### src/design/bfss_pkg.sv
// Package for the three-hash Bloom filter over byte strings.
// Holds sizes, hash start values, the job type and the back-end state type.
// No dependencies.
package bfss_pkg;

    // Filter size in bits (power of two) and the derived bit-position width
    localparam int FILTER_BITS = 16384;
    localparam int BIT_W       = $clog2(FILTER_BITS);

    // Bit store organized as rows of 32-bit words
    localparam int WORD_W = 32;
    localparam int COL_W  = $clog2(WORD_W);
    localparam int ROWS   = FILTER_BITS / WORD_W;
    localparam int ROW_W  = BIT_W - COL_W;

    // Hash constants
    localparam logic [31:0] RS_STEP   = 32'd378551;
    localparam logic [31:0] RS_START  = 32'd63689;
    localparam logic [31:0] JS_START  = 32'd1315423911;
    localparam logic [31:0] PJW_TOP   = 32'hF000_0000;
    localparam logic [31:0] WORD_MASK = 32'hFFFF_FFFF;

    // Job queue between front and back end
    localparam int QUEUE_DEPTH = 4;
    localparam int QUEUE_PTR_W = $clog2(QUEUE_DEPTH);
    localparam int QUEUE_CNT_W = QUEUE_PTR_W + 1;

    // Operation codes
    localparam logic CMD_INSERT = 1'b0;
    localparam logic CMD_QUERY  = 1'b1;

    // Number of hash positions per string and their index width
    localparam int NUM_HASH = 3;
    localparam int IDX_W    = 2;
    localparam logic [IDX_W-1:0] IDX_RS  = 2'd0;
    localparam logic [IDX_W-1:0] IDX_JS  = 2'd1;
    localparam logic [IDX_W-1:0] IDX_PJW = 2'd2;

    typedef logic [BIT_W-1:0] t_pos;

    // One finished string: operation and the three selected bit positions
    typedef struct packed {
        logic                      cmd;
        logic [NUM_HASH-1:0][BIT_W-1:0] pos;
    } t_job;

    // Queue fill status
    typedef struct packed {
        logic full;
        logic empty;
    } t_q_stat;

    // Back-end status seen by the front end
    typedef struct packed {
        logic clearing;
    } t_back_stat;

    // Back-end sequencer states
    typedef enum logic [2:0] {
        ST_CLEAR,
        ST_IDLE,
        ST_READ,
        ST_CHECK,
        ST_DONE
    } t_back_state;

endpackage

### src/design/bfss_queue.sv
// Small job queue between the hash front end and the bit-store back end.
// Depends on bfss_pkg.
module bfss_queue
    import bfss_pkg::*;
(
    input  logic    i_clk,
    input  logic    i_rst_n,
    input  logic    i_push,
    input  t_job    i_job,
    input  logic    i_pop,
    output t_job    o_job,
    output t_q_stat o_stat
);

    t_job                   r_slot [QUEUE_DEPTH];
    logic [QUEUE_PTR_W-1:0] r_wr_ptr, r_rd_ptr;
    logic [QUEUE_CNT_W-1:0] r_count;

    assign o_job        = r_slot[r_rd_ptr];
    assign o_stat.full  = (r_count == QUEUE_CNT_W'(QUEUE_DEPTH));
    assign o_stat.empty = (r_count == '0);

    // Storage
    always_ff @(posedge i_clk) begin
        if (i_push) begin
            r_slot[r_wr_ptr] <= i_job;
        end
    end

    // Pointers and fill count
    always_ff @(posedge i_clk) begin
        if (!i_rst_n) begin
            r_wr_ptr <= '0;
            r_rd_ptr <= '0;
            r_count  <= '0;
        end else begin
            if (i_push) begin
                r_wr_ptr <= r_wr_ptr + 1'b1;
            end
            if (i_pop) begin
                r_rd_ptr <= r_rd_ptr + 1'b1;
            end
            if (i_push && !i_pop) begin
                r_count <= r_count + 1'b1;
            end else if (i_pop && !i_push) begin
                r_count <= r_count - 1'b1;
            end
        end
    end

endmodule

### config.mk
export PLATFORM = sky130hd
export DESIGN_NAME = bfss_queue
export DESIGN_NICKNAME = d
export VERILOG_FILES = /design/src/design/bfss_pkg.sv /design/src/design/bfss_queue.sv
export SDC_FILE = /design/constraint.sdc
export NUM_CORES = 1
export LEC_CHECK = 0
export BUFFER_PORTS_ARGS = -buffer_cell sky130_fd_sc_hd__buf_2
export CAP_MARGIN = 20
export CELL_PAD_IN_SITES_DETAIL_PLACEMENT = 1
export CELL_PAD_IN_SITES_GLOBAL_PLACEMENT = 2
export CORE_MARGIN = 2
export CORE_UTILIZATION = 30
export DETAILED_ROUTE_END_ITERATION = 8
export PLACE_DENSITY_LB_ADDON = 0.1
export SLEW_MARGIN = 10
export SYNTH_ARGS = -nofsm -noshare
export SYNTH_HDL_FRONTEND = slang
export SYNTH_SLANG_ARGS = --single-unit
### constraint.sdc
create_clock -name i_clk -period 2.5 [get_ports i_clk]
set_input_delay 0.75 -clock i_clk [delete_from_list [all_inputs] [get_ports i_clk]]
set_output_delay 0.75 -clock i_clk [all_outputs]
set_load 0.02 [all_outputs]
== Yosys cells after proc, flatten, opt, wreduce, memory -nomap -nowiden ==
Memory sizes are Yosys's and may differ from the RTL's. A register that Yosys moved wholly into a read port is not among the register bits.
Cells that the tools add are included.

* Register bits after elaboration: 7
* Bits in writable memories: 172
* Input port bits: 47
* Word-level logic and storage cells: 21
* Memories kept: 1

* Add/sub/neg operators: 4
* Equal/unequal tests: 1
* Muxes and demuxes: 6
* Reduce and logical (&&, ||, !) cells: 6

{| class="wikitable"
|+ Memory list
! memory !! depth !! bits a word !! rd ports !! clocked after memory_dff !! wr ports !! RTL line !! source
|-
| r_slot || 4 || 43 || 1 || 1 || 1 || bfss_queue.sv:15 || <nowiki>t_job r_slot [QUEUE_DEPTH];</nowiki>
|}

{| class="wikitable"
|+ Operators by type and width
! kind !! count
|-
| $mux 3 || 2
|-
| $add 2x1->2 const B || 2
|-
| $mux 2 || 2
|-
| $add 3x1->3 const B || 1
|-
| $eq 3x3->1 const B || 1
|-
| $logic_not 3->1 || 1
|-
| $sub 3x1->3 const B || 1
|-
| $logic_and 1x1->1 || 2
|-
| $logic_not 1->1 || 2
|-
| $mux 1 || 2
|-
| $reduce_bool 2->1 || 1
|}

== Depth between registers and ports, before layout ==
Gate-level depths: netlist of run 1.

* Depth after elaboration: 4
* Mapped depth: 7

== Least setup slack after synthesis of run 1 ==
No wires, ideal clock.

* Kind: input to register
* Start: input i_push
* End: memory r_slot[0][0] (netlist bit), enable pin
* Setup time: 0.405 ns
* Arrival: 1.788 ns
* Slack: 0.307 ns
* Cell stages on the path: 1
* Buffers on the path: 0
* Cell sequence: and2_1

* Word-level cells in the longest chain between the ends: 2

{| class="wikitable"
|+ Ends and longest elaborated chain
! what !! RTL line !! source
|-
| start, declared || bfss_queue.sv:8 || <nowiki>input logic i_push,</nowiki>
|-
| $mux 1 || bfss_queue.sv:25 || <nowiki>if (i_push) begin</nowiki>
|-
| $mux 1 (implied by the code) || bfss_queue.sv:26 || <nowiki>r_slot[r_wr_ptr] <= i_job;</nowiki>
|-
| end, declared || bfss_queue.sv:15 ||
|}

Every way passes these cells.

==> results of run 1 <==
[power groups by stage]
stage / clock [W] / combinational (W) / sequential (W)
after floorplan: 0 / 0.000513 / 0.00358
after global placement: 0 / 0.000784 / 0.00360
after detailed placement: 0 / 0.000790 / 0.00360
after CTS: 0.00288 / 0.00102 / 0.00353
after global routing: 0.00299 / 0.00106 / 0.00354
final: 0.00278 / 0.000987 / 0.00353
[placed cells by master, fill, tap and decap left out, types with 5 or more instances in the layout]
cell type / count
edfxtp_1: 172
buf_6: 45
dfxtp_1: 7
mux4_2: 42
buf_2: 49
clkinvlp_4: 6
buf_4: 7
ha_1: 5
clkbuf_16: 17
buf_12: 10
and2_1: 5
[registers in the layout, summed over array words and instances, names as in the netlist, named ones only]
register / count
r_rd_ptr: 2
r_count: 3
r_wr_ptr: 2
r_slot: 172
[cell families after synthesis]
| kind of cell | after synthesis | share of synthesized area, % |
|---|---|---|
| buffers and inverters | 14 | 1.94 |
| flip-flops | 181 | 79.7 |
| AO/OA/AOI/OAI | 2 | 0.187 |
| multiplexers | 45 | 14.9 |
| AND/OR/NAND/NOR | 15 | 1.36 |
| XOR/XNOR | 5 | 0.653 |
| adder cells (fa/ha/maj) | 6 | 1.23 |
[worst paths after layout]
check	end	slack [ns]	startpoint
setup / recovery	o_job[11]	-0.03	flop
hold / removal	r_slot[1][30]	0.54	i_job[30]
setup reg to reg	r_count[2]	1.00	r_count[0]
hold reg to reg	r_count[2]	0.54	r_count[2]
[critical path, cell delays in order (launching register included)]
cell and delay [ns]:
dfxtp_4 0.39, buf_12 0.15, buf_12 0.13, mux4_2 0.53
buf_6 0.16
[stage by stage]
stage	TNS (ns)	cell area [um^2]	setup slack, ns
CTS	-1.76	8630	-0.0872
detailed placement	0	7570	0.212
floorplan	0	6710	0.307
finish	-0.294	8620	-0.0345
global route	-2.46	8620	-0.115
global placement	0	7570	0.284
[layer usage]
metal	global-route usage, %	share of wire [%]	routed length [um]
met1	16.0	44	6090
met2	20.0	50	6830
met3	4.23	4.3	586
met4	4.19	1.3	172
met5	0	0.22	30
[repair_timing]
| action | in CTS | in global routing |
|---|---|---|
| setup buffers | 7 | 1 |
| gates resized for setup | 91 | 3 |
| pin swaps | 0 | 0 |
| cloned | 3 | 0 |
| setup endpoints to repair | 43 | 41 |
[area by class of cell]
type,count,area share [%]
Tap cell,280,4.06
Sequential cell,181,62.1
Multi-Input combinational cell,73,14.2
Clock inverter,13,2.12
Clock buffer,19,5.02
Inverter,4,0.174
Timing Repair Buffer,113,12.3
==> out/metrics.cfg, run 1 <==
[final_layout]
multi_input_area_mm2=0.00123
fill_cells=2088
utilization_pct=39.4
drive_above_1_share_pct=47.1
synthToLayoutAreaGrowth_pct=28.6
nNetsFinal=443
diodes=0
layoutNonFillerInstCount=683
seq_area_mm2=0.00535

[power_and_ir_drop]
swShare_pct=22.6
clockPowerShare_pct=38.1
share_comb_of_total_power_pct=13.5
vdd_drop_max_mv=0.399
finalPower_w=0.00730
internal_power_w=0.00565
cellLeakagePower_nw=2.92
power_frac_seq_pct=48.4
p_sw_w=0.00165
powerDensity_mw_per_mm2=846

[setup_path]
crit_type=reg -> out
cp-start-kind=flop
reg2reg_depth=4
worst-endpoint-arrival_ns=1.78
cp-end-kind=output port
critical_path_required_ns=1.75
crit_fanout=6

[placement]
io_buffers=91
dp_hpwl_um=8150
place.gp.congestion=0.655
dpl.cell_count=641

[timing]
fmax_mhz=395
fin_crit_ns=2.53
relSlewSlack_pct=74.5
worst_pin_slew_ns=0.382
holdWs_ns=0.538
setup_viol=14
slew_violations=0
rsz0062_at_grt=yes
fin_ws_ns=-0.0345
post-route-period-util_pct=101
fin_skew_ns=0.00633
hold_viol=0

[grt]
gr-total-overflow=0
grt_pass1_wl_um=21300
grt_pass1_vias=3448
grt_start_max_net_pins=44
grt_use_total_pct=12.5
antenna_found_initial=2

[clock_tree]
cts_tree=yes
cts-buffers-inserted=17
clk_pin_slew_ns=0.07
clockRootBuffer=clkbuf_16
clock_sinks=181
postCtsHoldBufs=0
insertion_delay_ns=0.42
htree_levels=4
clk_path_buf_depth=2

[logic_synthesis]
synthFlopType=edfxtp_1
synth_area_leaders=edfxtp_1 77%, mux4_2 13%, dfxtp_1 2.7%
syn_inst=268
synth_edf_count=172
synth_area_per_cell_um2=25.0
synth_common_cells=172 x edfxtp_1, 40 x mux4_2, 9 x and2_1, 9 x dfxtp_1, 5 x ha_1
ys_ff_latch=181
yosysTopAreaCell=edfxtp_1
netlist-cell-type-count=22
synth_fp_nets=321
yosys_warnings=0
synth_top_area_share_pct=77.0
ys_async_sr_fraction_pct=0
yosysMostFrequentCell=edfxtp_1
syn_area_mm2=0.00671
ys_seq_area_share_pct=79.7

[run_status]
outcome=finished with violations
violations=negative setup slack

[route]
routed_via_density=4.48
vias=3057
drt_pass1_iterations=3
wl_per_cell_um=20.1
drt-initial-drc-count=117
drt_wl_total_um=13700
postRouteAntennaNets=0
drc_errors=0

[worst_hold_path]
hold_depth=1
hp-class=in -> reg

[die]
initial_core_util_pct=30.6
design.portCount=92
core-area_mm2=0.0219
dieArea_mm2=0.0236
die_height_um=154
rows=54
die_x_um=154

[flow_run]
drv_cap=0

Power figures use the tool's default switching activity.
==> run 2, diff against run 1 <==
--- a/config.mk
+++ b/config.mk
@@ -7,12 +7,9 @@
 export LEC_CHECK = 0
 export BUFFER_PORTS_ARGS = -buffer_cell sky130_fd_sc_hd__buf_2
 export CAP_MARGIN = 20
-export CELL_PAD_IN_SITES_DETAIL_PLACEMENT = 1
-export CELL_PAD_IN_SITES_GLOBAL_PLACEMENT = 2
 export CORE_MARGIN = 2
 export CORE_UTILIZATION = 30
 export DETAILED_ROUTE_END_ITERATION = 8
-export PLACE_DENSITY_LB_ADDON = 0.1
 export SLEW_MARGIN = 10
 export SYNTH_ARGS = -nofsm -noshare
 export SYNTH_HDL_FRONTEND = slang
==> run 2 against run 1 <==
  * The flow still finishes with violations (negative setup slack)
  * Sequential share of layout area is 2.0 points higher
  * Total power is 3.6% lower
  * First-iteration DRC count increased by 15%
  * Non-clock buffer count decreased by 8
  * Cell area fell by 3.2%
  * Die area unchanged
  * Largest cell class unchanged
==> out/metrics.cfg, run 2 (synthesis results as in run 1) <==
[die]
dieArea_mm2=0.0236  ; unchanged
die_x_um=154  ; unchanged
core-area_mm2=0.0219  ; unchanged
initial_core_util_pct=30.6  ; unchanged
design.portCount=92  ; unchanged
die_height_um=154  ; unchanged
rows=54  ; unchanged

[final_layout]
drive_above_1_share_pct=45.6  ; -1.6 points
layout_commonest_cell=edfxtp_1
largest-register=r_slot
nNetsFinal=435  ; -1.8%
fin_area_mm2=0.00835  ; -3.2%
synthToLayoutAreaGrowth_pct=24.5
largest_reg_flops=172  ; unchanged
top_regs=r_slot (172), r_count (3)
diodes=0  ; unchanged
final_cell_mix=172 x edfxtp_1, 72 x buf_2, 42 x mux4_2, 19 x buf_6, 17 x clkbuf_16

[timing]
fmax_mhz=394  ; -0.23%
fin_skew_ns=0.00442  ; -0.00191 ns
holdWs_ns=0.526  ; -0.0113 ns
slew_violations=0  ; unchanged
hold_viol=0  ; unchanged
worst_pin_slew_ns=0.314  ; -0.0681 ns
post-route-period-util_pct=102  ; +0.23 points
relSlewSlack_pct=79.1  ; +4.5 points
fin_crit_ns=2.54  ; +0.00576 ns
rsz0062_at_grt=yes
fin_ws_ns=-0.0403  ; -0.00576 ns
setup_viol=10  ; -4

[route]
drt_pass1_iterations=4  ; +1
wl_per_cell_um=18.3  ; -8.6%
drt-initial-drc-count=134  ; +15%
routed_via_density=4.51  ; +0.82%
drc_errors=0  ; unchanged
vias=3046  ; -0.36%
postRouteAntennaNets=0  ; unchanged
drt_wl_total_um=12400  ; -9.7%

[setup_path]
slowest_delay_ns=0.51  ; -0.02 ns
crit_fanout=8  ; +2
critPathBufInv=3  ; unchanged
worstReg2RegStart=r_count[0]
crit_type=reg -> out
worst-endpoint-arrival_ns=1.79  ; about the same
crit_family=multiplexers
critPathSlowestCell=mux4_2
reg2reg_depth=4  ; unchanged
r2r_setup_slack_ns=0.95  ; -0.05 ns
critical_path_required_ns=1.75  ; about the same
reg2reg_to=r_count[2]
cp-start-kind=flop
cp-end-kind=output port
cp.depth=4  ; unchanged
cp_cell_sequence=buf_12 -> buf_16 -> mux4_2 -> buf_6
cp-endpoint=o_job[0]

[clock_tree]
clockRootBuffer=clkbuf_16
postCtsHoldBufs=0  ; unchanged
insertion_delay_ns=0.42  ; about the same
cts_tree=yes
clk_pin_slew_ns=0.07  ; about the same
htree_levels=4  ; unchanged
clock_sinks=181  ; unchanged
cts-buffers-inserted=17  ; unchanged
clk_path_buf_depth=2  ; unchanged

[grt]
gr-total-overflow=0  ; unchanged
grt_start_max_net_pins=44  ; unchanged
grt_use_total_pct=11.1  ; -1.4 points
grt_pass1_wl_um=19000  ; -11%
antenna_found_initial=0  ; -2
grt_pass1_vias=3345  ; -3.0%

[placement]
io_buffers=91  ; unchanged
place_area_mm2=0.00755  ; -0.23%
place.gp.congestion=0.655  ; about the same
dp_hpwl_um=7030  ; -14%

[run_status]
outcome=finished with violations
violations=negative setup slack

[power_and_ir_drop]
cellLeakagePower_nw=2.81  ; -3.9%
powerDensity_mw_per_mm2=843  ; -0.40%
vdd_drop_max_mv=0.448  ; +12%

[worst_hold_path]
hp-class=reg -> reg

[flow_run]
drv_cap=0  ; unchanged

-- run 2: changes by cell type in the layout (fill, tap and decap cells not counted), moves of 2 or more --
| cell | change |
|---|---|
| buf_4 | -3 |
| clkinvlp_4 | -2 |
| buf_6 | -26 |
| buf_2 | +23 |
-- run 2: final cells by class --
cell class | count | area (um^2)
clock buffer | 20 | 437
clock inverter | 12 | 154
inverter | 4 | 15.0
fill | 2007 | 13500
tap | 280 | 350
multi-input combinational | 73 | 1230
timing repair buffer | 105 | 812
sequential | 181 | 5350
-- run 2: worst reg2reg max path, stage by stage, from the launching register on --
cell and delay, ns:
dfxtp_1 0.37, fa_1 0.45, xor2_1 0.17, or3_1 0.31, a21boi_0 0.18
-- run 2: timing repair --
action | CTS | global route
pin swaps | 0 | 0
setup buffers | 4 | 1
gates resized for setup | 35 | 7
gates cloned | 2 | 0
setup endpoints to repair | 39 | 42
-- run 2: worst min path at each step --
| stage | start | to | slack (ns) | depth (start not counted) |
|---|---|---|---|---|
| 2_1_floorplan | r_count[2] | r_count[2] | 0.47 | 2 |
| 3_3_place_gp | r_count[2] | r_count[2] | 0.48 | 2 |
| 3_5_place_dp | r_count[2] | r_count[2] | 0.52 | 2 |
| 4_1_cts | i_job[35] | r_slot[1][35] | 0.52 | 1 |
| 5_1_grt | i_job[35] | r_slot[1][35] | 0.52 | 1 |
| 6_report | r_count[2] | r_count[2] | 0.53 | 2 |
-- run 2: metrics by stage --
stage               std cells  setup WS, ns  power, W  utilization, %  TNS, ns
floorplan                 268         0.307   0.00409               -        0
global placement          637         0.291   0.00435            34.5        0
detailed placement        637         0.197   0.00437            34.5        0
CTS                       675        -0.111   0.00715            38.1    -2.32
global route              675        -0.116   0.00733            38.1    -2.59
finish                    675       -0.0403   0.00704            38.1   -0.299
-- run 2: where the power goes --
part / internal (W) / switching (W)
clock: 0.00157 / 0.00108
combinational: 0.000407 / 0.000455
sequential: 0.00348 / 0.0000477
total: 0.00546 / 0.00158
-- run 2: routing by layer --
layer	routed length (um)	part of all wire (%)	global-route usage [%]
met3	483	3.9	3.04
met2	6240	50	17.8
met5	0	0	0
met4	216	1.7	5.11
met1	5430	44	14.1
==> run 3, diff against run 2 <==
==> constraint.sdc (replaced) <==
create_clock -name i_clk -period 2.81 [get_ports i_clk]
set_input_delay 0.843 -clock i_clk [delete_from_list [all_inputs] [get_ports i_clk]]
set_output_delay 0.843 -clock i_clk [all_outputs]
set_load 0.02 [all_outputs]
==> run 3 against run 2 <==
  * The flow now finishes without violations
  * Routed wire length decreased by 3.1%
  * Register-to-register slack improved by 0.36 ns
  * Sequential cell count unchanged
==> out/metrics.cfg, run 3 (synthesis results as in run 1) <==
[timing]
setup_viol=0  ; -10
fin_skew_ns=0.00527  ; +0.000845 ns
setup_tns_ns=0  ; +0.299 ns
hold_viol=0  ; unchanged
holdWs_ns=0.515  ; -0.0117 ns
rsz0062_at_grt=no
fin_crit_ns=2.63
fmax_mhz=380
relSlewSlack_pct=80.2  ; +1.1 points
worst_pin_slew_ns=0.298  ; -0.0163 ns
slew_violations=0  ; unchanged
post-route-period-util_pct=93.8
fin_ws_ns=0.175  ; +0.216 ns

[power_and_ir_drop]
swShare_pct=23.2  ; +0.77 points
p_sw_w=0.00139  ; -12%
cellLeakagePower_nw=2.71  ; -3.6%
vdd_drop_max_mv=0.389  ; -13%
power_frac_seq_pct=52.4  ; +2.3 points
internal_power_w=0.00459  ; -16%
clockPowerShare_pct=36.3  ; -1.3 points
share_comb_of_total_power_pct=11.3  ; -1.0 points
powerDensity_mw_per_mm2=738  ; -12%

[placement]
io_buffers=91  ; unchanged
pre_cts_slack_ns=0.482  ; +0.285 ns
place_area_mm2=0.00755  ; about the same
place.gp.congestion=0.673  ; +2.8%
dp_hpwl_um=6920  ; -1.5%

[route]
drc_errors=0  ; unchanged
routed_via_density=4.48  ; -0.81%
postRouteAntennaNets=0  ; unchanged
drt-initial-drc-count=160  ; +19%
vias=2999  ; -1.5%
wl_per_cell_um=17.9  ; -2.4%
drt_pass1_iterations=4  ; unchanged
drt_wl_total_um=12000  ; -3.1%

[final_layout]
nNetsFinal=428  ; -1.6%
final_cell_mix=172 x edfxtp_1, 91 x buf_2, 40 x mux4_2, 17 x clkbuf_16
layout_commonest_cell=edfxtp_1
top_regs=r_slot (172), r_count (3)
largest-register=r_slot
largest_reg_flops=172  ; unchanged
synthToLayoutAreaGrowth_pct=20.7
drive_above_1_share_pct=44.2  ; -1.4 points
fill_cells=2029  ; +1.1%
fin_area_mm2=0.00809  ; -3.0%

[clock_tree]
clk_path_buf_depth=2  ; unchanged
cts-buffers-inserted=17  ; unchanged
postCtsHoldBufs=0  ; unchanged
htree_levels=4  ; unchanged
cts_tree=yes
cts.repair.resized=0  ; -100%
insertion_delay_ns=0.42  ; about the same
post_cts_buffers=0  ; -4
clockRootBuffer=clkbuf_16
clock_sinks=181  ; unchanged
clk_pin_slew_ns=0.06  ; about the same

[setup_path]
crit_family=multiplexers
cp_cell_sequence=buf_12 -> mux4_1 -> buf_2
critical_path_required_ns=1.97  ; +0.22 ns
cp.depth=3  ; -1
worstReg2RegStart=r_count[0]
critPathSlowestCell=mux4_1
worst-endpoint-arrival_ns=1.79  ; about the same
crit_fanout=24  ; +16
crit_type=reg -> out
critPathBufInv=2  ; -1
cp-start-kind=flop
cp-end-kind=output port
reg2reg_depth=4  ; unchanged
slowest_delay_ns=0.57  ; +0.06 ns

[flow_run]
drv_cap=0  ; unchanged

[die]
core-area_mm2=0.0219  ; unchanged
dieArea_mm2=0.0236  ; unchanged
die_x_um=154  ; unchanged
die_height_um=154  ; unchanged
rows=54  ; unchanged
design.portCount=92  ; unchanged
initial_core_util_pct=30.6  ; unchanged

[grt]
grt_start_max_net_pins=44  ; unchanged
grt_use_total_pct=10.6  ; -0.44 points
antenna_found_initial=2  ; +2
grt_pass1_vias=3255  ; -2.7%
gr-total-overflow=0  ; unchanged
grt_pass1_wl_um=18400  ; -3.3%

[worst_hold_path]
hold_depth=2  ; unchanged
hp-class=reg -> reg
worstHoldStart=r_count[2]

[run_status]
outcome=completed

[run 3: changes by cell type in the layout (fill, tap and decap cells not counted)]
| cell | before | now |
|---|---|---|
| buf_6 | 19 | 0 |
| buf_16 | 1 | 0 |
| clkinv_2 | 0 | 2 |
| buf_4 | 4 | 0 |
| clkinvlp_4 | 4 | 3 |
| buf_12 | 9 | 7 |
| inv_6 | 1 | 2 |
| buf_2 | 72 | 91 |
| bufinv_16 | 3 | 1 |
| clkinv_1 | 2 | 4 |
| diode_2 | 0 | 3 |
| clkbuf_1 | 3 | 0 |
| mux4_1 | 1 | 3 |
| mux4_2 | 42 | 40 |
[run 3: power groups by stage]
stage	Sequential, W	Combinational, W	Clock, W
after global placement	0.00318	0.000682	0
final	0.00313	0.000673	0.00217
after CTS	0.00313	0.000692	0.00224
after floorplan	0.00318	0.000456	0
after detailed placement	0.00319	0.000691	0
after global routing	0.00314	0.000735	0.00233
[run 3: tightest hold or removal path, delay by kind of cell (launching register included)]
kind           cells  cell delay [ns]
flip-flops         1             0.33
AO/OA/AOI/OAI      2             0.14
[run 3: metal layers]
| layer | track usage, % | share of wire [%] | up-vias |
|---|---|---|---|
| met3 | 3.75 | 6.3 | 16 |
| met4 | 4.98 | 1.7 | 0 |
| met5 | 0 | 0 | - |
| met2 | 17.0 | 50 | 71 |
| li1 | - | - | 1338 |
| met1 | 13.0 | 42 | 1574 |
[run 3: through the flow]
stage | utilization [%] | std cells | total power [W]
final | 37.0 | 670 | 0.00597
after floorplan | - | 268 | 0.00364
after global placement | 34.5 | 636 | 0.00386
after detailed placement | 34.5 | 636 | 0.00388
after global routing | 36.9 | 667 | 0.00621
after CTS | 36.9 | 667 | 0.00606
[run 3: final timing paths]
path | endpoint | slack, ns
worst max-delay path | o_job[38] | 0.18
worst max register to register | r_count[2] | 1.31
worst min register to register | r_count[2] | 0.51
worst min-delay path | r_count[2] | 0.51
[run 3: final cells by class]
class	instances	area, um^2	area share, %
flip-flops and latches	181	5350	66.1
diodes	3	7.51	0.0928
repair buffers	98	596	7.36
multi-input cells	73	1230	15.3
clock inverters	14	113	1.39
inverters	4	15.0	0.186
well taps	280	350	4.33
clock buffers	17	425	5.26
