**config.mk**
```make
export PLATFORM = sky130hd
export DESIGN_NAME = bfss_front_flat
export DESIGN_NICKNAME = d
export VERILOG_FILES = /design/src/design/bfss_pkg.sv /design/src/design/bfss_if.sv /design/src/design/bfss_front.sv /design/src/flat_wrapper.sv
export SDC_FILE = /design/constraint.sdc
export NUM_CORES = 1
export LEC_CHECK = 0
export BUFFER_PORTS_ARGS = -buffer_cell sky130_fd_sc_hd__buf_2
export CAP_MARGIN = 20
export CORE_AREA = 3 3 140 142
export CTS_BUF_LIST = sky130_fd_sc_hd__clkbuf_16
export CTS_CLUSTER_SIZE = 16
export DETAILED_ROUTE_END_ITERATION = 8
export DIE_AREA = 0 0 143 145
export PLACE_DENSITY_LB_ADDON = 0.3
export SLEW_MARGIN = 30
export SYNTH_ARGS = -nofsm -noshare
export SYNTH_HDL_FRONTEND = slang
export SYNTH_SLANG_ARGS = --single-unit
export TNS_END_PERCENT = 20
```
**constraint.sdc**
```tcl
create_clock -name i_clk -period 16.5 [get_ports i_clk]
set_input_delay 2.475 -clock i_clk [delete_from_list [all_inputs] [get_ports i_clk]]
set_output_delay 2.475 -clock i_clk [all_outputs]
set_load 0.01 [all_outputs]
```
**src/design/bfss_pkg.sv**
```systemverilog
// Package for the three-hash Bloom filter over byte strings.
// Holds sizes, hash start values, the job type and the back-end state type.
// No dependencies.
package bfss_pkg;

    // Filter size in bits (power of two) and the derived bit-position width
    localparam int FILTER_BITS = 16384;
    localparam int BIT_W       = $clog2(FILTER_BITS);

    // Bit store organized as rows of 32-bit words
    localparam int WORD_W = 32;
    localparam int COL_W  = $clog2(WORD_W);
    localparam int ROWS   = FILTER_BITS / WORD_W;
    localparam int ROW_W  = BIT_W - COL_W;

    // Hash constants
    localparam logic [31:0] RS_STEP   = 32'd378551;
    localparam logic [31:0] RS_START  = 32'd63689;
    localparam logic [31:0] JS_START  = 32'd1315423911;
    localparam logic [31:0] PJW_TOP   = 32'hF000_0000;
    localparam logic [31:0] WORD_MASK = 32'hFFFF_FFFF;

    // Job queue between front and back end
    localparam int QUEUE_DEPTH = 4;
    localparam int QUEUE_PTR_W = $clog2(QUEUE_DEPTH);
    localparam int QUEUE_CNT_W = QUEUE_PTR_W + 1;

    // Operation codes
    localparam logic CMD_INSERT = 1'b0;
    localparam logic CMD_QUERY  = 1'b1;

    // Number of hash positions per string and their index width
    localparam int NUM_HASH = 3;
    localparam int IDX_W    = 2;
    localparam logic [IDX_W-1:0] IDX_RS  = 2'd0;
    localparam logic [IDX_W-1:0] IDX_JS  = 2'd1;
    localparam logic [IDX_W-1:0] IDX_PJW = 2'd2;

    typedef logic [BIT_W-1:0] t_pos;

    // One finished string: operation and the three selected bit positions
    typedef struct packed {
        logic                      cmd;
        logic [NUM_HASH-1:0][BIT_W-1:0] pos;
    } t_job;

    // Queue fill status
    typedef struct packed {
        logic full;
        logic empty;
    } t_q_stat;

    // Back-end status seen by the front end
    typedef struct packed {
        logic clearing;
    } t_back_stat;

    // Back-end sequencer states
    typedef enum logic [2:0] {
        ST_CLEAR,
        ST_IDLE,
        ST_READ,
        ST_CHECK,
        ST_DONE
    } t_back_state;

endpackage

```
**src/design/bfss_if.sv**
```systemverilog
// Valid/ready channel interfaces for the Bloom filter block.
// Input carries string bytes, output carries one result per string.
// No dependencies.
interface bfss_in_if;
    logic       valid;
    logic       ready;
    logic       cmd;
    logic [7:0] data_byte;
    logic       last_byte;

    modport source (output valid, output cmd, output data_byte, output last_byte,
                    input ready);
    modport sink   (input valid, input cmd, input data_byte, input last_byte,
                    output ready);
endinterface


```
**src/design/bfss_front.sv**
```systemverilog
// Front end: runs the RS, JS and PJW hashes one byte per cycle unless stalled
// by i_in.ready, and queues a job with the three bit positions per final byte.
// Depends on bfss_pkg and bfss_in_if.
module bfss_front
    import bfss_pkg::*;
(
    input  logic       i_clk,
    input  logic       i_rst_n,
    bfss_in_if.sink    i_in,
    input  t_q_stat    i_q_stat,
    input  t_back_stat i_back_stat,
    output logic       o_push,
    output t_job       o_job
);

    // RS only needs the low bits: the product's low bits depend on low bits only
    logic [BIT_W-1:0]   r_rs_acc, n_rs_acc;
    logic [BIT_W-1:0]   r_rs_mul, n_rs_mul;
    logic [31:0]        r_js, n_js;
    logic [31:0]        r_pjw, n_pjw;

    logic [2*BIT_W-1:0] w_rs_prod;
    logic [2*BIT_W-1:0] w_rs_step;
    logic [31:0]        w_byte32;
    logic [31:0]        w_pjw_sh;
    logic               w_accept;

    // Take bytes while the queue has room and the store is not being cleared
    assign i_in.ready = !i_q_stat.full && !i_back_stat.clearing;
    assign w_accept   = i_in.valid && i_in.ready;

    // Hash step
    always_comb begin
        w_byte32  = {24'd0, i_in.data_byte};
        w_rs_prod = r_rs_acc * r_rs_mul;
        w_rs_step = r_rs_mul * RS_STEP[BIT_W-1:0];
        n_rs_acc  = w_rs_prod[BIT_W-1:0] + t_pos'(i_in.data_byte);
        n_rs_mul  = w_rs_step[BIT_W-1:0];

        n_js = r_js ^ ((r_js << 5) + w_byte32 + (r_js >> 2));

        w_pjw_sh = (r_pjw << 4) + w_byte32;
        if ((w_pjw_sh & PJW_TOP) != 32'd0) begin
            n_pjw = (w_pjw_sh ^ {24'd0, w_pjw_sh[31:28], 4'd0}) & (WORD_MASK ^ PJW_TOP);
        end else begin
            n_pjw = w_pjw_sh;
        end
    end

    // Job for the back end, built from the finished hashes
    always_comb begin
        o_push             = w_accept && i_in.last_byte;
        o_job.cmd          = i_in.cmd;
        o_job.pos[IDX_RS]  = n_rs_acc;
        o_job.pos[IDX_JS]  = n_js[BIT_W-1:0];
        o_job.pos[IDX_PJW] = n_pjw[BIT_W-1:0];
    end

    // Hash state, restarted after every string
    always_ff @(posedge i_clk) begin
        if (!i_rst_n) begin
            r_rs_acc <= '0;
            r_rs_mul <= RS_START[BIT_W-1:0];
            r_js     <= JS_START;
            r_pjw    <= '0;
        end else if (w_accept) begin
            if (i_in.last_byte) begin
                r_rs_acc <= '0;
                r_rs_mul <= RS_START[BIT_W-1:0];
                r_js     <= JS_START;
                r_pjw    <= '0;
            end else begin
                r_rs_acc <= n_rs_acc;
                r_rs_mul <= n_rs_mul;
                r_js     <= n_js;
                r_pjw    <= n_pjw;
            end
        end
    end

endmodule

```
**src/flat_wrapper.sv**
```systemverilog
// flat-port wrapper written by rule: the top's interface ports become plain ports
module bfss_front_flat import bfss_pkg::*;
  (i_clk, i_rst_n, i_q_stat, i_back_stat, o_push, o_job, i_in_valid, i_in_cmd, i_in_data_byte, i_in_last_byte, i_in_ready);
  bfss_in_if i_in_i ();
  input  logic i_clk;
  input  logic i_rst_n;
  input  t_q_stat i_q_stat;
  input  t_back_stat i_back_stat;
  output logic o_push;
  output t_job o_job;
  input wire logic [$bits(i_in_i.valid)-1:0] i_in_valid;
  input wire logic [$bits(i_in_i.cmd)-1:0] i_in_cmd;
  input wire logic [$bits(i_in_i.data_byte)-1:0] i_in_data_byte;
  input wire logic [$bits(i_in_i.last_byte)-1:0] i_in_last_byte;
  output wire logic [$bits(i_in_i.ready)-1:0] i_in_ready;
  assign i_in_i.valid = i_in_valid;
  assign i_in_i.cmd = i_in_cmd;
  assign i_in_i.data_byte = i_in_data_byte;
  assign i_in_i.last_byte = i_in_last_byte;
  assign i_in_ready = i_in_i.ready;
  bfss_front u_core (.i_clk(i_clk), .i_rst_n(i_rst_n), .i_in(i_in_i), .i_q_stat(i_q_stat), .i_back_stat(i_back_stat), .o_push(o_push), .o_job(o_job));
endmodule
```
Word level (Yosys, flattened, before mapping)
Index checks and enable logic that the tools add are counted.

Equality and inequality tests: 0. Add/subtract/negate cells: 4. Shifts and indexed selects: 0. Magnitude comparators: 0. Multipliers: 2. Bitwise gates (word level): 2. Reductions and logical operators: 6. Divide/modulo/power cells: 0. Mux-type cells: 5.

Operators with widths (count): 32-bit by 8-bit adder with 32-bit output (2); 28-bit 2-to-1 mux (2); 32-bit by 30-bit adder with 32-bit output (1); 32-bit 2-to-1 mux (1); 32-bit nonzero test (1); 32-bit XOR (1); 14-bit 2-to-1 mux (2); 28-bit by 8-bit XOR with 28-bit output (1); 14-bit by 8-bit adder with 14-bit output (1); 14-bit by 11-bit multiplier with 14-bit output (second input constant) (1); 14-bit by 14-bit multiplier with 14-bit output (1); 1-bit logical AND (3); 1-bit logical NOT (2).

Output and inout port bits: 45. Memory bits (read-only): 0. Logic and storage cells: 23. RAM bits: 0. Memories kept: 0. Bits in registers: 88. Bits in latches: 0.

Logic depth before layout (Yosys ltp)
Gate-level depths: netlist of run 1.

Depth after elaboration: 4. Depth in mapped cells: 22. Mapped depth without buffers: 21.

Worst setup path before layout of run 1
Ideal clock, no wire load.

Kind: input to output. Start point: input i_in_data_byte[6]. End point: output o_job[12] (netlist bit). Path buffers: 0. Data required time: 14.025 ns. Arrival: 6.622 ns. Stages on the path: 16. Path slack: 7.403 ns. Path through: fa_1 -> inv_1 -> fa_1 -> inv_1 -> ha_1 -> ha_1 -> inv_1 -> fa_1 -> fa_1 -> inv_1 -> ha_1 -> a21o_1 -> a21o_1 -> a311oi_1 -> o21a_1 -> xnor2_1.

RTL lines: start, declared (RTL line flat_wrapper.sv:13) `input wire logic [$bits(i_in_i.data_byte)-1:0] i_in_data_byte;`; end, declared (RTL line flat_wrapper.sv:10) `output t_job o_job;`.

==> results of run 1 <==
cell type report:
| type | instances | area [µm²] | area share (%) |
|---|---|---|---|
| sequential | 88 | 1762 | 14.97 |
| antenna | 1 | 2.502 | 0.02126 |
| clock buffer | 9 | 225.2 | 1.914 |
| multi-input combinational | 965 | 8456 | 71.85 |
| tap | 234 | 292.8 | 2.488 |
| timing repair buffer | 62 | 345.3 | 2.934 |
| inverter | 164 | 615.6 | 5.231 |
| clock inverter | 7 | 70.07 | 0.5954 |
critical path, stage by stage:
cell	delay (ns)
buf_2	0.14
inv_1	0.10
fa_1	0.53
inv_1	0.05
fa_1	0.40
fa_1	0.45
ha_1	0.23
fa_1	0.52
inv_1	0.06
fa_1	0.53
inv_1	0.05
ha_1	0.35
and2_1	0.17
o21ai_0	0.15
o31ai_1	0.12
o41ai_1	0.55
xnor2_1	0.28
buf_2	0.20
placed cells by master (no fill, tap or decap), types with 5 or more instances in the layout:
master,count
inv_1,164
ha_1,147
nand2_1,116
fa_1,103
xnor2_1,90
dfxtp_1,88
and2_1,59
buf_2,56
nor2b_1,47
a21oi_1,47
xor2_1,37
a22oi_1,37
nand3_1,35
nor2_1,31
o21ai_0,29
a21o_1,18
nand3b_1,16
o21a_1,13
o211ai_1,13
and3_1,12
nor3_1,11
a21boi_0,11
or3_1,11
clkbuf_16,9
nor3b_1,8
nand2b_1,7
a211o_1,5
o21ai_1,5
nand4_1,5
o21bai_1,5
buf_4,5
through the flow:
step	hold slack (ns)	setup slack [ns]	instances
floorplan	0.4308	7.403	1270
global placement	0.4385	6.843	1512
detailed placement	0.4627	6.680	1512
CTS	0.4729	6.638	1528
global route	0.4911	6.459	1530
finish	0.4694	6.668	1530
power groups by stage:
stage,combinational (µW),clock (µW),sequential [µW]
6_report,495,208,241
5_1_grt,560,221,242
4_1_cts,497,212,240
3_5_place_dp,490,0,245
3_3_place_gp,479,0,245
2_1_floorplan,390,0,236
state kept, by name (all words and copies together) (netlist names):
name	flops
u_core.r_pjw	28
u_core.r_rs_mul	14
u_core.r_js	32
u_core.r_rs_acc	14
layer usage:
layer	vias up	wire, µm	global-route usage, %
met5	-	0	0
met4	0	481	7.842
met3	39	1341	2.637
met2	233	12620	42.79
met1	4273	11440	34.84
li1	4261	-	-
cells by family (layout without fill, tap and decap cells):
group,after synthesis,in the layout
fa+ha+maj,250,250
flops,88,88
compound gates,208,208
simple gates,375,375
mux,5,5
buf+inv,217,242
xor+xnor,127,127
other cells,0,1
final timing paths:
check	start	end	slack, ns
hold reg to reg	u_core.r_pjw[2]$_SDFFE_PN0P_	u_core.r_pjw[2]$_SDFFE_PN0P_	0.47
setup reg to reg	u_core.r_rs_mul[3]$_SDFFE_PN1P_	u_core.r_rs_acc[13]$_SDFFE_PN0P_	10.25
hold / removal	u_core.r_pjw[2]$_SDFFE_PN0P_	u_core.r_pjw[2]$_SDFFE_PN0P_	0.47
setup / recovery	i_in_data_byte[7]	o_job[13]	6.67
==> reports/metrics.cfg, run 1 <==
[timing]
setup_viol = 0
tightestPinTransition_ns = 0.8263
rsz0062_at_grt = no
skew_ns = 0.01373
setup_tns_ns = 0
max_freq_ghz = 0.1017
hold_violations = 0
period_minus_slack_ns = 9.832
slew_violations = 0
fin_crit_sh_pct = 59.59
slew_headroom_pct = 44.91

[clock_tree]
worstSkewPairLatency_ns = 0.36
cts-hold-fix-buffers = 0
cts_buffers = 9
root_buffer = clkbuf_16
cts.clk_slew.worst_paths_ns = 0.08
clockBufferDepth = 2
cts_sinks = 88
cts.htree.levels = 3
cts_resized = 0
cts_tree = yes
cts_setup_buffers = 0

[setup_path]
cp_max_fo = 4
cp-start-kind = input port
crit_required_ns = 14.03
worstSetupPathType = input port to output port
arrival_ns = 7.36
end_kind = output port
reg2regPathDepth = 21

[power_and_ir_drop]
comb_power_share_pct = 52.4
ir_drop_v = 0.00006259
p_per_area_nw_per_um2 = 80.20
sw_frac_of_total_pct = 41.56
p_leak_uw = 0.005341
p_seq_share_pct = 25.5
p_clk_share_pct = 22.1
p_sw_uw = 392.3
power.total_uw = 943.9
internal_power_uw = 551.6

[synthesis]
synthMuxAreaShare_pct = 0.4649
yosys.area.top_type = fa_1
synth_compound_area_share_pct = 12.68
synthDistinctLibCells = 59
synthSimpleGateAreaFrac_pct = 17.90
yosysWarnings = 0
synth-seq-cells = 88
synth_seq_area_share_pct = 15.96
synth_top_family_by_area = adder cells
synth_flop_cell = dfxtp_1
synth_async_sr_flop_share_pct = 0
synth_area_um2 = 11040
synth_xor_area_share_pct = 10.08
synth_area_per_cell_um2 = 8.689
synth_top_cell_area_share_pct = 18.68
synth-adder-area-share_pct = 35.35
syn_inst = 1270
synth.net_count = 1536
synth_common_cells = inv_1, ha_1, nand2_1
yosys.cell_count.top_type = inv_1
synth_edf_count = 0
synth_area_leaders = fa_1, ha_1, dfxtp_1

[route]
vias_per_cell = 5.756
routed_wl_um = 25880
num_vias = 8806
dr.pass1.iters = 5
drt.antenna.violating_nets = 0
drtIter0Drc = 569
drt-wirelength-per-cell_um = 16.91
drc = 0

[placement]
dp_hpwl_um = 19380
place_area_um2 = 11440
port_buffers = 57
gp_congestion = 0.8720

[final_layout]
final_util_pct = 63.34
num-nets-final = 1556
fin_area_um2 = 11770
n_fill_cell = 1578
syn_to_final_growth_pct = 6.644
drive_above_1_share_pct = 6.564

[floorplan]
dieArea_um2 = 20740
ios = 61
initial_core_util_pct = 59.39
die_width_um = 143
rows = 50
die_h_um = 145
core_um2 = 18580

[min_path]
hold_path_class = flop to flop
hold_path_depth = 2

[job]
maxCapViolations = 0

[run_status]
outcome = finished, final reports clean

[global_routing]
first_global_vias = 8929
grt_max_degree = 79
antenna_found_initial = 1
grt_overflow = 0
grt.total_usage_pct = 25.59
grt_pass1_wl_um = 43150

(Power assumes the default switching activity.)
==> run 2, diff against run 1 <==
- ABC_AREA: not set -> 1
- CORE_AREA: 3 3 140 142 -> 3 3 145 147
- DIE_AREA: 0 0 143 145 -> 0 0 148 150
- clock period: 16.5 -> 9.95 ns (I/O delays scaled with it)
==> run 2 against run 1 <==
  * Largest power group unchanged
  * Power increased by 58%
  * Utilization is 0.18 points lower
  * Synthesized cell count is 34% higher
  * Count of clock-buffer cells in the layout unchanged
  * Highest routed layer unchanged
  * Combinational power increased by 51%
  * Critical path depth rose by 2
  * Routed wire length increased by 14%
  * Sequential power rose by 62%
  * Worst setup slack got worse by 4.2 ns
  * Die area up 7.1%
  * Cell area is 7.5% higher
  * First-iteration DRC count up 22%
==> reports/metrics.cfg, run 2 <==
[floorplan]
rows = 52  ; was 50
ios = 61  ; unchanged
dieArea_um2 = 22200  ; was 20740 µm²
initial_core_util_pct = 59.47  ; was 59.39%
die_h_um = 150  ; was 145 µm
core_um2 = 20040  ; was 18580 µm²
die_width_um = 148  ; was 143 µm

[setup_path]
critPathMaxStageDelay_ns = 0.56  ; was 0.55 ns
cp_common_cell = fa_1  ; unchanged
cp-start-kind = input port  ; unchanged
cp_cell_sequence = buf_2, inv_1, fa_1, inv_1, fa_1, fa_1, ha_1, fa_1, inv_1, fa_1, inv_1, ha_1, nand2_1, nor3_2, nand2_1, nand3b_1, a21oi_1, o21ai_1, xor2_1, buf_2  ; was buf_2, inv_1, fa_1, inv_1, fa_1, fa_1, ha_1, fa_1, inv_1, fa_1, inv_1, ha_1, and2_1, o21ai_0, o31ai_1, o41ai_1, xnor2_1, buf_2
reg2regPathDepth = 19  ; was 21
r2r_setup_slack_ns = 4.27  ; was 10.25 ns
worstSetupPathType = input port to output port  ; unchanged
path_buf_inv = 6  ; unchanged
crit_required_ns = 8.46  ; was 14.03 ns
critical-path-top-delay-family = adder cells  ; unchanged
arrival_ns = 6.04  ; was 7.36 ns
cp_max_fo = 5  ; was 4
slowest_stage = fa_1  ; was o41ai_1
end_kind = output port  ; unchanged
crit_cells = 20  ; was 18

[timing]
slew_violations = 0  ; unchanged
rsz0062_at_grt = no  ; unchanged
tightestPinTransition_ns = 0.9554  ; was 0.8263 ns
fin_crit_sh_pct = 75.68
max_freq_ghz = 0.1328
setup_tns_ns = 0  ; unchanged
skew_ns = 0.008892  ; was 0.01373 ns
hold_violations = 0  ; unchanged
period_minus_slack_ns = 7.530
setup_viol = 0  ; unchanged
fin_ws_ns = 2.420  ; was 6.668 ns
slew_headroom_pct = 36.22  ; was 44.91%

[synthesis]
synth_area_per_cell_um2 = 6.977  ; was 8.689 µm²
synth.net_count = 1974  ; was 1536
synth-adder-area-share_pct = 32.74  ; was 35.35%
syn_inst = 1708  ; was 1270
synth_area_um2 = 11920  ; was 11040 µm²
synth_top_family_by_area = adder cells  ; unchanged
synth_async_sr_flop_share_pct = 0  ; unchanged
synthMuxAreaShare_pct = 0  ; was 0.4649%
synth-seq-cells = 88  ; unchanged
synth_edf_count = 0  ; unchanged
yosys.area.top_type = fa_1  ; unchanged
synth_compound_area_share_pct = 10.06  ; was 12.68%
yosysWarnings = 0  ; unchanged
synth_xor_area_share_pct = 4.588  ; was 10.08%
synth_seq_area_share_pct = 14.78  ; was 15.96%
synth_flop_cell = dfxtp_1  ; unchanged
synth_top_cell_area_share_pct = 17.30  ; was 18.68%
yosys.cell_count.top_type = nand2_1  ; was inv_1
synthSimpleGateAreaFrac_pct = 25.20  ; was 17.90%
synthDistinctLibCells = 52  ; was 59
synth_common_cells = nand2_1, inv_1, ha_1  ; was inv_1, ha_1, nand2_1
synth_area_leaders = fa_1, ha_1, dfxtp_1  ; unchanged

[final_layout]
final_cell_count_no_fill = 2009  ; was 1530
n_fill_cell = 1811  ; was 1578
drive_above_1_share_pct = 6.671  ; was 6.564%
final_cell_mix = nand2_1, inv_1, ha_1, a21oi_1, fa_1  ; was inv_1, ha_1, nand2_1, fa_1, xnor2_1
antenna_cells = 0  ; was 1
final_util_pct = 63.16  ; was 63.34%
regArea_um2 = 1762  ; unchanged
final_common_cell = nand2_1  ; was inv_1
top_regs = u_core.r_js x32, u_core.r_pjw x28  ; unchanged
syn_to_final_growth_pct = 6.216  ; was 6.644%
regMostFlops = u_core.r_js  ; unchanged
num-nets-final = 2000  ; was 1556
largest_register_ffs = 32  ; unchanged
fin_area_um2 = 12660  ; was 11770 µm²
multi_input_area_um2 = 8660  ; was 8456 µm²

[power_and_ir_drop]
p_per_area_nw_per_um2 = 117.6  ; was 80.20 nW/µm²
comb_power_share_pct = 50.4  ; was 52.4%
p_seq_share_pct = 26.3  ; was 25.5%
p_clk_share_pct = 23.4  ; was 22.1%
p_leak_uw = 0.006473  ; was 0.005341 µW
sw_frac_of_total_pct = 43.99  ; was 41.56%
p_sw_uw = 654.7  ; was 392.3 µW
internal_power_uw = 833.7  ; was 551.6 µW
ir_drop_v = 0.00009933  ; was 0.00006259 V

[clock_tree]
cts-hold-fix-buffers = 0  ; unchanged
clockBufferDepth = 2  ; unchanged
cts_setup_buffers = 0  ; unchanged
cts_sinks = 88  ; unchanged
cts_tree = yes  ; unchanged
worstSkewPairLatency_ns = 0.36  ; about the same
cts.htree.levels = 3  ; unchanged
cts.clk_slew.worst_paths_ns = 0.07  ; was 0.08 ns
cts_buffers = 9  ; unchanged
root_buffer = clkbuf_16  ; unchanged
cts_resized = 0  ; unchanged

[placement]
port_buffers = 57  ; unchanged
place_area_um2 = 12370  ; was 11440 µm²
dpl.cell_count = 1993  ; was 1512
dp_hpwl_um = 23070  ; was 19380 µm
post-place-ws_ns = 2.437  ; was 6.680 ns
gp_congestion = 0.9398  ; was 0.8720

[global_routing]
antenna_found_initial = 0  ; was 1
grt_max_degree = 83  ; was 79
first_global_vias = 10390  ; was 8929
grt.total_usage_pct = 27.40  ; was 25.59%
grt_pass1_wl_um = 49470  ; was 43150 µm
grt_overflow = 0  ; unchanged

[route]
drc = 0  ; unchanged
drt.antenna.violating_nets = 0  ; unchanged
vias_per_cell = 5.353  ; was 5.756
num_vias = 10755  ; was 8806
drt-wirelength-per-cell_um = 14.68  ; was 16.91 µm
routed_wl_um = 29500  ; was 25880 µm
dr.pass1.iters = 5  ; unchanged
drtIter0Drc = 693  ; was 569

[min_path]
hold_path_depth = 2  ; unchanged
hold_path_class = flop to flop  ; unchanged

[run_status]
outcome = finished, final reports clean  ; unchanged

[job]
maxCapViolations = 0  ; unchanged

[run 2: cell types whose count changed after synthesis, moves of 47 or more]
cell,before,now
inv_1,164,337
and2_1,60,4
a21oi_1,47,133
nor2b_1,47,0
nand2_1,117,439
nand3_1,35,97
xnor2_1,90,22
nor2_1,32,83
[run 2: final timing paths]
check,start,end
worst max-delay path,i_in_data_byte[7],o_job[11]
worst min-delay path,u_core.r_pjw[2]$_SDFFE_PN0P_,u_core.r_pjw[2]$_SDFFE_PN0P_
worst max register to register,u_core.r_rs_mul[4]$_SDFFE_PN0P_,u_core.r_rs_acc[13]$_SDFFE_PN0P_
worst min register to register,u_core.r_pjw[2]$_SDFFE_PN0P_,u_core.r_pjw[2]$_SDFFE_PN0P_
[run 2: routing by layer]
layer | share of wire, % | track usage (%) | up-vias
met1 | 46 | 37.33 | 4994
li1 | - | - | 5413
met4 | 2.5 | 8.684 | 0
met2 | 47 | 45.38 | 297
met5 | 0 | 0 | -
met3 | 5.2 | 3.816 | 51
[run 2: kinds of logic after synthesis]
logic type / Yosys count
fa+ha+maj: 250
simple gates: 699
flops: 88
compound gates: 220
xor+xnor: 60
buf+inv: 391
[run 2: final cells by class]
type	instances	share of cell area [%]
Multi-Input combinational cell	1229	68.42
Sequential cell	88	13.92
Inverter	345	10.25
Tap cell	270	2.669
Timing Repair Buffer	61	2.491
Clock buffer	9	1.779
Clock inverter	7	0.4745
[run 2: power groups by stage]
stage / Combinational, µW / Sequential [µW] / Clock [µW]
2_1_floorplan: 567 / 384 / 0
3_3_place_gp: 715 / 398 / 0
3_5_place_dp: 740 / 399 / 0
4_1_cts: 747 / 390 / 353
5_1_grt: 855 / 393 / 367
6_report: 749 / 391 / 348
[run 2: worst min-delay path, delay by kind of cell, from the launching register on]
kind	cells	cell delay, ns
simple gates	1	0.06
compound gates	1	0.06
flops	1	0.32
[run 2: metrics by stage]
step | hold WS, ns | total power (µW)
after global placement | 0.4586 | 1113
final | 0.4779 | 1488
after floorplan | 0.4459 | 950.7
after CTS | 0.4768 | 1490
after global routing | 0.4875 | 1614
after detailed placement | 0.4666 | 1139
==> run 3, diff against run 2 <==
- clock period: 9.95 -> 7.2 ns (I/O delays scaled with it)
==> run 3 against run 2 <==
  * Power up 40%
  * Combinational power up 39%
  * Sequential cell count unchanged
  * Largest power group unchanged
  * Clock skew up 0.0025 ns
  * Die area unchanged
  * Worst setup slack worse by 2.1 ns
  * Global-route usage up 0.63 points
  * Count of clock-buffer cells in the layout unchanged
  * Via count up 2.5%
  * Clock power up 47%
==> reports/metrics.cfg, run 3 (synthesis results as in run 2) <==
[run_status]
outcome = finished, final reports clean  ; unchanged

[route]
routed_wl_um = 30920  ; was 29500 µm
drt.antenna.violating_nets = 0  ; unchanged
drc = 0  ; unchanged
num_vias = 11028  ; was 10.76k
vias_per_cell = 5.457  ; was 5.353
dr.pass1.iters = 5  ; unchanged
drtIter0Drc = 673  ; was 693
drt-wirelength-per-cell_um = 15.30  ; was 14.68 µm

[setup_path]
crit_required_ns = 6.12  ; was 8.46 ns
worstSetupStartpoint = u_core.r_rs_acc[4]$_SDFFE_PN0P_  ; was i_in_data_byte[7]
r2r-start = u_core.r_rs_acc[4]$_SDFFE_PN0P_  ; was u_core.r_rs_mul[4]$_SDFFE_PN0P_
cp_max_fo = 11  ; was 5
cp_common_cell = fa_1  ; unchanged
cp_cell_sequence = nand2_1, fa_1, fa_1, fa_1, fa_1, inv_1, fa_1, inv_1, fa_1, inv_1, ha_1, nand2_1, nor3_2, nand3_1, nand3_1, nand3_1, and2_1, buf_2  ; was buf_2, inv_1, fa_1, inv_1, fa_1, fa_1, ha_1, fa_1, inv_1, fa_1, inv_1, ha_1, nand2_1, nor3_2, nand2_1, nand3b_1, a21oi_1, o21ai_1, xor2_1, buf_2
arrival_ns = 5.77  ; was 6.04 ns
worstSetupPathType = flop to output port  ; was input port to output port
end_kind = output port  ; unchanged
critPathMaxStageDelay_ns = 0.70  ; was 0.56 ns
timing.rr.end = u_core.r_rs_acc[13]$_SDFFE_PN0P_  ; unchanged
crit_end = o_job[13]  ; was o_job[11]
r2r_setup_slack_ns = 1.73  ; was 4.27 ns
cp-start-kind = flop  ; was input port
slowest_stage = dfxtp_1  ; was fa_1
reg2regPathDepth = 19  ; unchanged

[clock_tree]
cts.htree.levels = 3  ; unchanged
worstSkewPairLatency_ns = 0.35  ; was 0.36 ns
cts-hold-fix-buffers = 0  ; unchanged
cts.clk_slew.worst_paths_ns = 0.08  ; was 0.07 ns
cts_sinks = 88  ; unchanged
clockBufferDepth = 2  ; unchanged
cts_buffers = 9  ; unchanged
cts_tree = yes  ; unchanged
cts_setup_buffers = 0  ; unchanged
cts_resized = 0  ; unchanged
root_buffer = clkbuf_16  ; unchanged

[final_layout]
top_regs = u_core.r_js x32, u_core.r_pjw x28  ; unchanged
syn_to_final_growth_pct = 7.181  ; was 6.216%
final_cell_mix = nand2_1, inv_1, ha_1, a21oi_1, fa_1  ; unchanged
final_util_pct = 63.74  ; was 63.16%
num-nets-final = 2012  ; was 2000
regMostFlops = u_core.r_js  ; unchanged
antenna_cells = 0  ; unchanged
final_common_cell = nand2_1  ; unchanged
largest_register_ffs = 32  ; unchanged
final_cell_count_no_fill = 2021  ; was 2009
drive_above_1_share_pct = 7.424  ; was 6.671%

[global_routing]
grt_overflow = 0  ; unchanged
grt_pass1_wl_um = 50710  ; was 49470 µm
first_global_vias = 10602  ; was 10.39k
grt.total_usage_pct = 28.03  ; was 27.40%
grt_max_degree = 83  ; unchanged
antenna_found_initial = 0  ; unchanged

[floorplan]
core_um2 = 20040  ; unchanged
dieArea_um2 = 22200  ; unchanged
die_h_um = 150  ; unchanged
rows = 52  ; unchanged
die_width_um = 148  ; unchanged
ios = 61  ; unchanged
initial_core_util_pct = 59.47  ; unchanged

[min_path]
hold_path_class = flop to flop  ; unchanged
min_from = u_core.r_pjw[0]$_SDFFE_PN0P_  ; was u_core.r_pjw[2]$_SDFFE_PN0P_

[power_and_ir_drop]
p_per_area_nw_per_um2 = 163.3  ; was 117.6 nW/µm²
ir_drop_v = 0.0001331  ; was 0.00009933 V
p_leak_uw = 0.006544  ; was 0.006473 µW

[placement]
post-place-ws_ns = 0.4991  ; was 2.437 ns
dp_hpwl_um = 24190  ; was 23070 µm
port_buffers = 57  ; unchanged
dpl.cell_count = 2005  ; was 1993
gp_congestion = 0.9077  ; was 0.9398

[job]
maxCapViolations = 0  ; unchanged

[timing]
tightestPinTransition_ns = 0.9625  ; was 0.9554 ns
slew_headroom_pct = 35.83  ; was 36.22%
fin_ws_ns = 0.3481  ; was 2.420 ns
period_minus_slack_ns = 6.852
skew_ns = 0.01142  ; was 0.008892 ns
fin_crit_sh_pct = 95.16
slew_violations = 0  ; unchanged
setup_tns_ns = 0  ; unchanged
setup_viol = 0  ; unchanged
max_freq_ghz = 0.1459
hold_violations = 0  ; unchanged
rsz0062_at_grt = no  ; unchanged

-- run 3: cell types whose count changed in the layout (fill, tap and decap cells not counted), sizes merged --
cell | before | now
buf | 61 | 73
bufinv | 0 | 1
clkinv | 2 | 1
-- run 3: final cells by class --
| type | instances | area [µm²] |
|---|---|---|
| inverters | 345 | 1297 |
| clock buffers | 9 | 225.2 |
| well taps | 270 | 337.8 |
| fillers | 1808 | 7267 |
| flip-flops and latches | 88 | 1764 |
| clock inverters | 7 | 77.57 |
| repair buffers | 73 | 405.4 |
| multi-input cells | 1229 | 8665 |
-- run 3: worst max-delay path: cells and delay by family (launching register included) --
| kind | cells | cell delay, ns |
|---|---|---|
| adder cells (fa/ha/maj) | 7 | 3.42 |
| buffers and inverters | 4 | 0.30 |
| flip-flops | 1 | 0.70 |
| AND/OR/NAND/NOR | 7 | 0.99 |
-- run 3: metrics by stage --
stage	power, µW	hold WS (ns)	area, µm²
final	2086	0.4811	12770
after global routing	2254	0.4942	12770
after floorplan	1314	0.4459	11920
after detailed placement	1568	0.4679	12460
after global placement	1546	0.4605	12460
after CTS	2087	0.4802	12760
-- run 3: metal layers --
| layer | track usage, % | share of wire, % | wire [µm] |
|---|---|---|---|
| met1 | 37.03 | 44 | 13610 |
| met2 | 48.34 | 48 | 14820 |
| met3 | 3.543 | 5.8 | 1778 |
| met4 | 8.222 | 2.3 | 711 |
| met5 | 0 | 0 | 0 |
-- run 3: worst min-delay path by stage --
stage                                               end  slack [ns]  cells after the start
after floorplan           u_core.r_pjw[27]$_SDFFE_PN0P_        0.45                      2
after global placement     u_core.r_pjw[0]$_SDFFE_PN0P_        0.46                      2
after detailed placement   u_core.r_pjw[2]$_SDFFE_PN0P_        0.47                      2
after CTS                  u_core.r_pjw[3]$_SDFFE_PN0P_        0.48                      2
after global routing       u_core.r_pjw[0]$_SDFFE_PN0P_        0.49                      2
final                      u_core.r_pjw[0]$_SDFFE_PN0P_        0.48                      2
-- run 3: power by group --
group / internal (µW) / total (µW) / switching, µW / leakage, µW
clock: 274 / 511 / 237 / 0.000146
combinational: 409 / 1040 / 632 / 0.00568
sequential: 504 / 533 / 29.3 / 0.000714
